<file path="config.mk">
export PLATFORM = sky130hd
export DESIGN_NAME = oets_ctrl
export DESIGN_NICKNAME = d
export VERILOG_FILES = /design/src/rtl/oets_pkg.sv /design/src/rtl/oets_ctrl.sv
export SDC_FILE = /design/constraint.sdc
export NUM_CORES = 1
export LEC_CHECK = 0
export BUFFER_PORTS_ARGS = -buffer_cell sky130_fd_sc_hd__buf_4
export CAP_MARGIN = 25
export CORE_MARGIN = 2
export CORE_UTILIZATION = 36
export DETAILED_ROUTE_END_ITERATION = 7
export SLEW_MARGIN = 10
export SYNTH_ARGS = -nofsm -noshare
export SYNTH_HDL_FRONTEND = slang
export SYNTH_SLANG_ARGS = --single-unit
</file>
<file path="constraint.sdc">
create_clock -name clk -period 2.6 [get_ports clk]
set_input_delay 0.26 -clock clk [delete_from_list [all_inputs] [get_ports clk]]
set_output_delay 0.26 -clock clk [all_outputs]
set_load 0.005 [all_outputs]
</file>
<file path="src/rtl/oets_pkg.sv">
// ============================================================================
// oets_pkg
// Shared constants and command types of the odd-even transposition sorter.
// ============================================================================
package oets_pkg;

  // Capacity of the value buffer.
  localparam int MAX_ITEMS = 64;
  // Width of one value.
  localparam int DATA_W    = 32;
  // Count of held values, 0 to MAX_ITEMS inclusive.
  localparam int CNT_W     = $clog2(MAX_ITEMS + 1);
  // Index of one buffer entry.
  localparam int IDX_W     = $clog2(MAX_ITEMS);
  // Phase counter, two phases per round and up to MAX_ITEMS rounds.
  localparam int PH_W      = CNT_W + 1;

  // Command from the controller to the datapath, one per cycle.
  typedef struct packed {
    logic             load;      // write value_in into entry count
    logic             exchange;  // run one compare-exchange phase
    logic             odd_phase; // 1: pairs (0,1),(2,3)...  0: pairs (1,2),(3,4)...
    logic             shift;     // move every entry down by one place
    logic [CNT_W-1:0] count;     // number of values held
  } dp_cmd_t;

endpackage

</file>
<file path="src/rtl/oets_ctrl.sv">
// ============================================================================
// oets_ctrl
// Controller: load, sort-phase and emit sequencing of the sorter.
// ============================================================================
module oets_ctrl (
  input  logic                    clk,
  input  logic                    rst,
  input  logic                    start,
  input  logic                    last_in,
  output logic                    busy,
  output logic                    done,
  output logic                    last_out,
  output oets_pkg::dp_cmd_t       cmd
);

  typedef enum logic [1:0] {
    ST_LOAD,
    ST_SORT,
    ST_EMIT
  } state_t;

  state_t                       state;
  logic [oets_pkg::CNT_W-1:0]   count;
  logic [oets_pkg::PH_W-1:0]    phase;
  logic                         accept;
  logic                         room;
  logic                         phase_end;

  assign accept    = start && (state == ST_LOAD);
  assign room      = count < oets_pkg::CNT_W'(oets_pkg::MAX_ITEMS);
  assign phase_end = phase == ({count, 1'b0} - oets_pkg::PH_W'(1));

  always_ff @(posedge clk) begin
    if (rst) begin
      state <= ST_LOAD;
      count <= '0;
      phase <= '0;
    end else begin
      unique case (state)
        ST_LOAD: begin
          if (accept) begin
            if (room) begin
              count <= count + oets_pkg::CNT_W'(1);
            end
            if (last_in) begin
              state <= ST_SORT;
              phase <= '0;
            end
          end
        end
        ST_SORT: begin
          phase <= phase + oets_pkg::PH_W'(1);
          if (phase_end) begin
            state <= ST_EMIT;
          end
        end
        ST_EMIT: begin
          count <= count - oets_pkg::CNT_W'(1);
          if (count == oets_pkg::CNT_W'(1)) begin
            state <= ST_LOAD;
          end
        end
        default: begin
          state <= ST_LOAD;
        end
      endcase
    end
  end

  always_comb begin
    cmd           = '0;
    cmd.count     = count;
    cmd.load      = accept && room;
    cmd.exchange  = state == ST_SORT;
    cmd.odd_phase = ~phase[0];
    cmd.shift     = state == ST_EMIT;
  end

  assign busy     = state != ST_LOAD;
  assign done     = state == ST_EMIT;
  assign last_out = done && (count == oets_pkg::CNT_W'(1));

`ifndef NO_ASSERTIONS
  a_count_bound: assert property (@(posedge clk) disable iff (rst)
    count <= oets_pkg::CNT_W'(oets_pkg::MAX_ITEMS))
    else $error("held count exceeds buffer capacity");

  a_sort_nonempty: assert property (@(posedge clk) disable iff (rst)
    (state == ST_SORT) |-> (count != '0))
    else $error("sort started on an empty set");

  a_last_releases: assert property (@(posedge clk) disable iff (rst)
    (done && last_out) |=> (!busy && (count == '0)))
    else $error("block did not return to loading after final result");

  a_emit_follows_sort: assert property (@(posedge clk) disable iff (rst)
    ((state == ST_SORT) && phase_end) |=> done)
    else $error("emission did not follow the final sort phase");
`endif

endmodule

</file>
Yosys cells after proc, flatten, opt, wreduce, memory -nomap -nowiden
Cells that the tools add are included.

Word-level logic and storage cells: 39. Output and inout port bits: 14. Bits of input ports: 4. Register bits after elaboration: 17.

Multiplexer cells: 11. $lt $le $gt $ge: 1. Bitwise gates (word level): 1. Reduce and logical (&&, ||, !) cells: 10. Equality and inequality tests: 9. $add $sub $neg: 4.

Operators with widths (number): $mux W8 (2); $pmux W8 S2 (1); $mux W7 (2); $pmux W7 S2 (1); $add A8 B1 Y8 const B (1); $eq A8 B8 Y1 (1); $mux W2 (4); $sub A8 B1 Y8 const B (1); $add A7 B1 Y7 const B (1); $eq A7 B1 Y1 const B (1); $lt A7 B7 Y1 const B (1); $sub A7 B1 Y7 const B (1); $ne A2 B2 Y1 const B (3); $pmux W2 S3 (1); $reduce_and A3 Y1 (2); $reduce_bool A2 Y1 (3); $ne A2 B1 Y1 const B (2); $reduce_and A4 Y1 (1); $logic_and A1 B1 Y1 (3); $eq A2 B1 Y1 const B (1); $eq A2 B2 Y1 const B (1); $logic_not A2 Y1 (1); $not A1 Y1 (1).

Longest topological paths before layout
Gate-level depths: netlist of the first run.

Depth after elaboration: 4. Gate-level depth with buffers: 7. Depth with buffers taken out: 7.

Worst setup path after synthesis of the first run
No wires, ideal clock.

Path kind: flip-flop to flip-flop. Start point: register count[0] (netlist name). End point: register state[1]. Setup time: 0.117 ns. Clock period less this slack: 1.800 ns. Slack: 0.800 ns. Buffers on the path: 0. Arrival time: 1.683 ns. Stages on the path, launching flop included: 8. Cell sequence: dfxtp_1 -> inv_1 -> ha_1 -> nand2b_1 -> a21oi_1 -> a311oi_1 -> a41o_1 -> a32o_1.

Cells in the longest elaborated chain, start to end: 4.

Ends and longest elaborated chain: start, declared (RTL line oets_ctrl.sv:23) `logic [oets_pkg::CNT_W-1:0] count;`; start signal, assigned (RTL line oets_ctrl.sv:43) `count <= count + oets_pkg::CNT_W'(1);`; start signal, assigned (RTL line oets_ctrl.sv:58) `count <= count - oets_pkg::CNT_W'(1);`; $sub A8 B1 Y8 (RTL line oets_ctrl.sv:31) `assign phase_end = phase == ({count, 1'b0} - oets_pkg::PH_W'(1));`; $eq A8 B8 Y1 (RTL line oets_ctrl.sv:31); $ne A2 B1 Y1 (no line); $reduce_and A4 Y1 (no line) *; end signal, assigned (RTL line oets_ctrl.sv:35) `state <= ST_LOAD;`; end signal, assigned (RTL line oets_ctrl.sv:46) `state <= ST_SORT;`; end signal, assigned (RTL line oets_ctrl.sv:54) `state <= ST_EMIT;`; end, declared (RTL line oets_ctrl.sv:22) `state_t state;`.

Every way passes the cells marked *; elsewhere a longest branch is shown, timed or not. A chain may end at the register's enable or synchronous reset.

Worst setup path in the final report of the first run
Ends and elaborated chain as after synthesis.

==> impl_metrics.tcl, run 1 <==
set metrics [dict create \
    postLayoutSetupSlackWorst_ps 638 \
    clock-sinks 17 \
    async_reset_ff_share_pct 0 \
    met2_usage_pct 26.3 \
    vias 978 \
    reg2regPathDepth 7 \
    drv_slew 0 \
    worstPathRequired_ps 2800 \
    ys_types 41 \
    timing.setup.tns_ps 0 \
    diodes 0 \
    finalHoldViolations 0 \
    synthCells 130 \
    core_um2 3050 \
    drt-pass1-iter-count 4 \
    setup_viol 0 \
    vdd_drop_max_v 0.000119 \
    io_pins 18 \
    worstMarginPinSlew_ps 542 \
    skew_ps 2.90 \
    dp_slack_ps 660 \
    yosysWarnings 0 \
    synth_top_area_share_pct 29.4 \
    finalNetCount 153 \
    yosysMostFrequentCell "nor2_1" \
    drc 0 \
    grt_max_degree 15 \
    crit_start "count[0]$_SDFFE_PP0P_" \
    clock_latency_ps 300 \
    fin_crit_ps 1960 \
    start_util_pct 37.9 \
    cp-start-kind "flop" \
    ys_top_cells_by_area "dfxtp_1 (29%), nor2_1 (6.8%), xnor2_1 (6.8%)" \
    cts_hold_buf 0 \
    dieArea_um2 3680 \
    finalCritPeriodShare_pct 75.5 \
    endpoint "state[1]$_SDFFE_PP0P_" \
    rrSetupSlack_ps 640 \
    crit_arrival_ps 2160 \
    crit_fanout 9 \
    drv_cap 0 \
    crit_type "flop to flop" \
    die_h_um 60.7 \
    grt_util_met1_pct 17.8 \
    place.gp.congestion 0.773 \
    first_iter_violations 25 \
    worstReg2RegEnd "state[1]$_SDFFE_PP0P_" \
    cts_setup_buffers 0 \
    wl_mm 2.44 \
    hold_path.class "input pin to flop" \
    path_clk_slew_ps 100 \
    r2r_start "count[0]$_SDFFE_PP0P_" \
    synth_top_area_cell "dfxtp_1" \
    cts.repair.resized 0 \
    avgViaCountPerCell 5.20 \
    yosys-top-cells-count "nor2_1 (21), dfxtp_1 (17), xnor2_1 (9), xor2_1 (9), nand2_1 (7)" \
    io_buffers 17 \
    syn_area_um2 1160 \
    grtUsageTotal_pct 14.9 \
    use_met3_pct 3.20 \
    total_power_uw 533 \
    power_density_nw_per_um2 410 \
    die_w_um 60.7 \
    drive_gt1_share_pct 25.7 \
    p_leak_uw 0.000516 \
    rsz0062_at_grt "no" \
    top_usage_layer "met2" \
    clock_path_buffers 2 \
    antenna_found_initial 0 \
    hpwl_mm 1.87 \
    synth_edf_count 0 \
    area_growth_pct 12.2 \
    synthFlopType "dfxtp_1" \
    clock-root-buffer "clkbuf_4" \
    grt_pass1_wl_mm 4.06 \
    antenna_left 0 \
    detail_route.wl_per_cell_um 13.0 \
    cts_buffers 3 \
    num-fill-cells 321 \
    grt_pass1_vias 930 \
    status "complete, no violations" \
    synth_nets 138 \
    fmax_mhz 510 \
    cp-end-kind "flop" \
    overflow 0 \
    slew_headroom_pct 63.8 \
    htreeDepth 1 \
    cts_tree "yes" \
    hold_slack_ps 224 \
    yosysSeqAreaShare_pct 29.4 \
    final_core_util_pct 42.5 \
    rows 20 \
    avgSynthCellArea_um2 8.90 \
    synth-seq-cells 17 \
]
per-stage QoR:
step	instance area (µm²)	std cells
2_1_floorplan	1160	130
3_3_place_gp	1270	184
3_5_place_dp	1270	184
4_1_cts	1300	188
5_1_grt	1300	188
6_report	1300	188
logic make-up after synthesis:
family / count (synthesis) / synth area share (%)
AO/OA/AOI/OAI: 20 / 14.3
XOR/XNOR: 18 / 13.6
adder cells (fa/ha/maj): 4 / 4.32
buffers and inverters: 12 / 7.78
flip-flops: 17 / 29.4
multiplexers: 1 / 0.865
AND/OR/NAND/NOR: 58 / 29.7
worst min-delay path by stage:
stage | from | endpoint | slack, ps | depth (start not counted)
floorplan | start | state[0]$_SDFFE_PP0P_ | 470 | 2
global placement | phase[7]$_SDFFE_PP0P_ | phase[7]$_SDFFE_PP0P_ | 530 | 2
detailed placement | phase[7]$_SDFFE_PP0P_ | phase[7]$_SDFFE_PP0P_ | 540 | 2
CTS | rst | state[0]$_SDFFE_PP0P_ | 230 | 2
global route | rst | state[0]$_SDFFE_PP0P_ | 230 | 2
finish | rst | state[0]$_SDFFE_PP0P_ | 220 | 2
placed cells by master, fill, tap and decap left out, types with 2 or more instances in the layout:
| cell type | netlist | layout |
|---|---|---|
| nor2_1 | 21 | 21 |
| dfxtp_1 | 17 | 17 |
| buf_4 | 2 | 17 |
| xnor2_1 | 9 | 9 |
| xor2_1 | 9 | 9 |
| nand2_1 | 7 | 7 |
| nor3_2 | 5 | 5 |
| nand4_1 | 5 | 5 |
| inv_1 | 4 | 4 |
| nand2b_1 | 4 | 4 |
| nand3_1 | 4 | 4 |
| a21oi_1 | 4 | 4 |
| ha_1 | 4 | 4 |
| clkbuf_4 | 0 | 3 |
| nor2b_1 | 2 | 2 |
| nand3b_1 | 2 | 2 |
| o211ai_1 | 2 | 2 |
| a211oi_1 | 2 | 2 |
routing by layer:
layer  wire, µm  vias to the layer above  share of wire (%)
met2       1150                       24                 47
li1           -                      487                  -
met1       1150                      462                 47
met3        106                        5                4.3
met4         37                        0                1.5
met5          0                        -                  0
flip-flops by register name, summed over array words and instances, names as in the netlist:
register,count
phase,8
count,7
state,2
final cells by class:
class / instances / area (µm²) / area share [%]
multi-input combinational: 101 / 727 / 56.0
clock inverter: 1 / 5.00 / 0.385
inverter: 5 / 21.3 / 1.64
tap: 44 / 55.1 / 4.24
timing repair buffer: 17 / 128 / 9.83
sequential: 17 / 340 / 26.2
clock buffer: 3 / 22.5 / 1.73
worst max-delay path, cell delays in order (launching register included):
cell	delay, ps
dfxtp_1	560
inv_1	130
ha_1	270
nand2b_1	190
a21oi_1	170
a311oi_1	50
a41o_1	240
a32o_1	250
report_power, final:
part / internal (µW) / leakage (µW) / switching [µW]
Clock: 57.4 / 0.0000177 / 89.1
Combinational: 48.1 / 0.000361 / 56.6
Sequential: 267 / 0.000138 / 15.4
Power figures use the tool's default switching activity.
==> inputs of run 2 (changes only) <==
- clock period: 2.6 -> 1.6 ns (I/O delays scaled with it)
==> run 2 against run 1 <==
  * Clock power up 68%
  * Sequential cell count is the same
  * Final cell count is 6.9% higher
  * Via count rose by 5.4%
  * Maximum frequency rose by 26%
  * Critical endpoint unchanged
  * Design area increased by 12%
  * Sequential power increased by 58%
  * Clock skew is essentially flat
  * Highest routed layer unchanged
  * Non-clock buffer count increased by 13
==> impl_metrics.tcl, run 2 (synthesis results as in run 1) <==
set metrics [dict create \
    status "complete, no violations" \
    rows 20 \
    antenna_found_initial 0 \
    io_buffers 17 \
    die_h_um 60.7 \
    crit_arrival_ps 1800 \
    num-fill-cells 319 \
    crit_fanout 3 \
    critPathMaxStageDelay_ps 340 \
    worstPathRequired_ps 1840 \
    wl_mm 2.76 \
    vias 1031 \
    cp-start-kind "flop" \
    first_iter_violations 21 \
    grt_max_degree 14 \
    finalCritPeriodShare_pct 97.4 \
    cp-end-kind "flop" \
    clock_latency_ps 300 \
    power_density_nw_per_um2 643 \
    worstMarginPinSlew_ps 387 \
    diodes 0 \
    drv_cap 0 \
    hpwl_mm 2.10 \
    detail_route.wl_per_cell_um 13.7 \
    core_um2 3050 \
    p_comb_share_pct 26.1 \
    fin_crit_ps 1560 \
    setup_viol 0 \
    grt_pass1_wl_mm 4.42 \
    cp_num_buf_inv 2 \
    clock-root-buffer "clkbuf_4" \
    area_growth_pct 25.6 \
    p_leak_uw 0.000596 \
    place_area_um2 1370 \
    drt-pass1-iter-count 4 \
    crit_type "flop to flop" \
    p_sw_share_pct 31.1 \
    final_common_cell "buf_4" \
    avgViaCountPerCell 5.13 \
    final_cell_mix "buf_4 (30), nor2_1 (21), dfxtp_1 (10), xnor2_1 (9), xor2_1 (8)" \
    grtUsageTotal_pct 16.0 \
    hold_path.class "input pin to flop" \
    finalNetCount 166 \
    timing.setup.tns_ps 0 \
    regMostFlops "phase" \
    overflow 0 \
    drc 0 \
    design_area_um2 1450 \
    largest_reg_flops 8 \
    crit_path_cell_trace "inv_1 > ha_4 > buf_4 > nand3b_1 > a311oi_1 > a41o_1 > a32o_1" \
    cts_buffers 3 \
    critPathSlowestCell "dfxtp_2" \
    io_pins 18 \
    htreeDepth 1 \
    clock_path_buffers 2 \
    finalHoldViolations 0 \
    start_util_pct 37.9 \
    p_clk_share_pct 26.2 \
    path_clk_slew_ps 110 \
    cts_tree "yes" \
    p_int_uw 643 \
    grt_pass1_vias 1008 \
    skew_ps 2.84 \
    drv_slew 0 \
    vdd_drop_max_v 0.000346 \
    p_switching_uw 291 \
    drive_gt1_share_pct 40.8 \
    p_seq_share_pct 47.7 \
    antenna_left 0 \
    dieArea_um2 3680 \
    critPathTopFamily "compound AO/OA/AOI/OAI gates" \
    fmax_mhz 641 \
    slew_headroom_pct 74.1 \
    biggestRegsByFlops "phase (8), count (7), state (2)" \
    die_w_um 60.7 \
    place.gp.congestion 0.822 \
    clock-sinks 17 \
]
[run 2: changes by cell type in the layout (fill, tap and decap cells not counted), moves of 2 or more]
| cell | previous run | this run |
|---|---|---|
| dfxtp_1 | 17 | 10 |
| nand2b_1 | 4 | 2 |
| buf_4 | 17 | 30 |
| dfxtp_2 | 0 | 6 |
[run 2: path summary, 6_finish.rpt]
path,startpoint,to,slack [ps],cells past startpoint
worst min-delay path,rst,state[0]$_SDFFE_PP0P_,130,2
worst max register to register,count[1]$_SDFFE_PP0P_,state[1]$_SDFFE_PP0P_,40,7
worst min register to register,count[2]$_SDFFE_PP0P_,count[2]$_SDFFE_PP0P_,570,2
worst max-delay path,count[1]$_SDFFE_PP0P_,state[1]$_SDFFE_PP0P_,40,7
[run 2: what timing repair did]
item / 4_1_cts / 5_1_grt
hold buffers: 0 / 0
buffers inserted: 0 / 1
resized for setup: 2 / 11
endpoints found under the setup margin: 3 / 3
pin swaps: 2 / 2
[run 2: worst reg2reg max path, stage by stage (launching register included)]
cell      delay (ps)
dfxtp_2          340
inv_1            100
ha_4             150
buf_4            110
nand3b_1          90
a311oi_1         340
a41o_1           200
a32o_1           170
[run 2: metal layers]
| metal | vias to the layer above | global-route usage [%] | wire [µm] |
|---|---|---|---|
| li1 | 509 | - | - |
| met2 | 19 | 26.6 | 1350 |
| met4 | 0 | 7.45 | 30 |
| met3 | 4 | 2.99 | 118 |
| met1 | 499 | 20.0 | 1260 |
| met5 | - | 0 | 0 |
[run 2: power by group through the flow]
stage | Clock, µW | Combinational, µW | Sequential [µW]
after global placement | 0 | 209 | 453
after CTS | 248 | 219 | 445
after detailed placement | 0 | 213 | 455
after floorplan | 0 | 126 | 463
final | 245 | 244 | 446
after global routing | 258 | 268 | 447
[run 2: per-stage QoR]
stage / cells / hold slack, ps / util [%] / setup WS, ps / total power (µW)
global placement: 196 / 448 / 44.8 / 69.9 / 663
finish: 201 / 134 / 47.6 / 41.0 / 935
floorplan: 130 / 370 / - / 11.2 / 589
detailed placement: 196 / 455 / 44.8 / 2.65 / 668
global route: 201 / 139 / 47.6 / -32.5 / 974
CTS: 200 / 129 / 46.1 / 4.30 / 912
[run 2: layout make-up]
type | instances | area, µm² | area share (%)
multi-input combinational | 101 | 773 | 53.2
clock inverter | 1 | 5.00 | 0.344
clock buffer | 3 | 22.5 | 1.55
sequential | 17 | 352 | 24.2
timing repair buffer | 30 | 225 | 15.5
inverter | 5 | 21.3 | 1.46
tap | 44 | 55.1 | 3.79
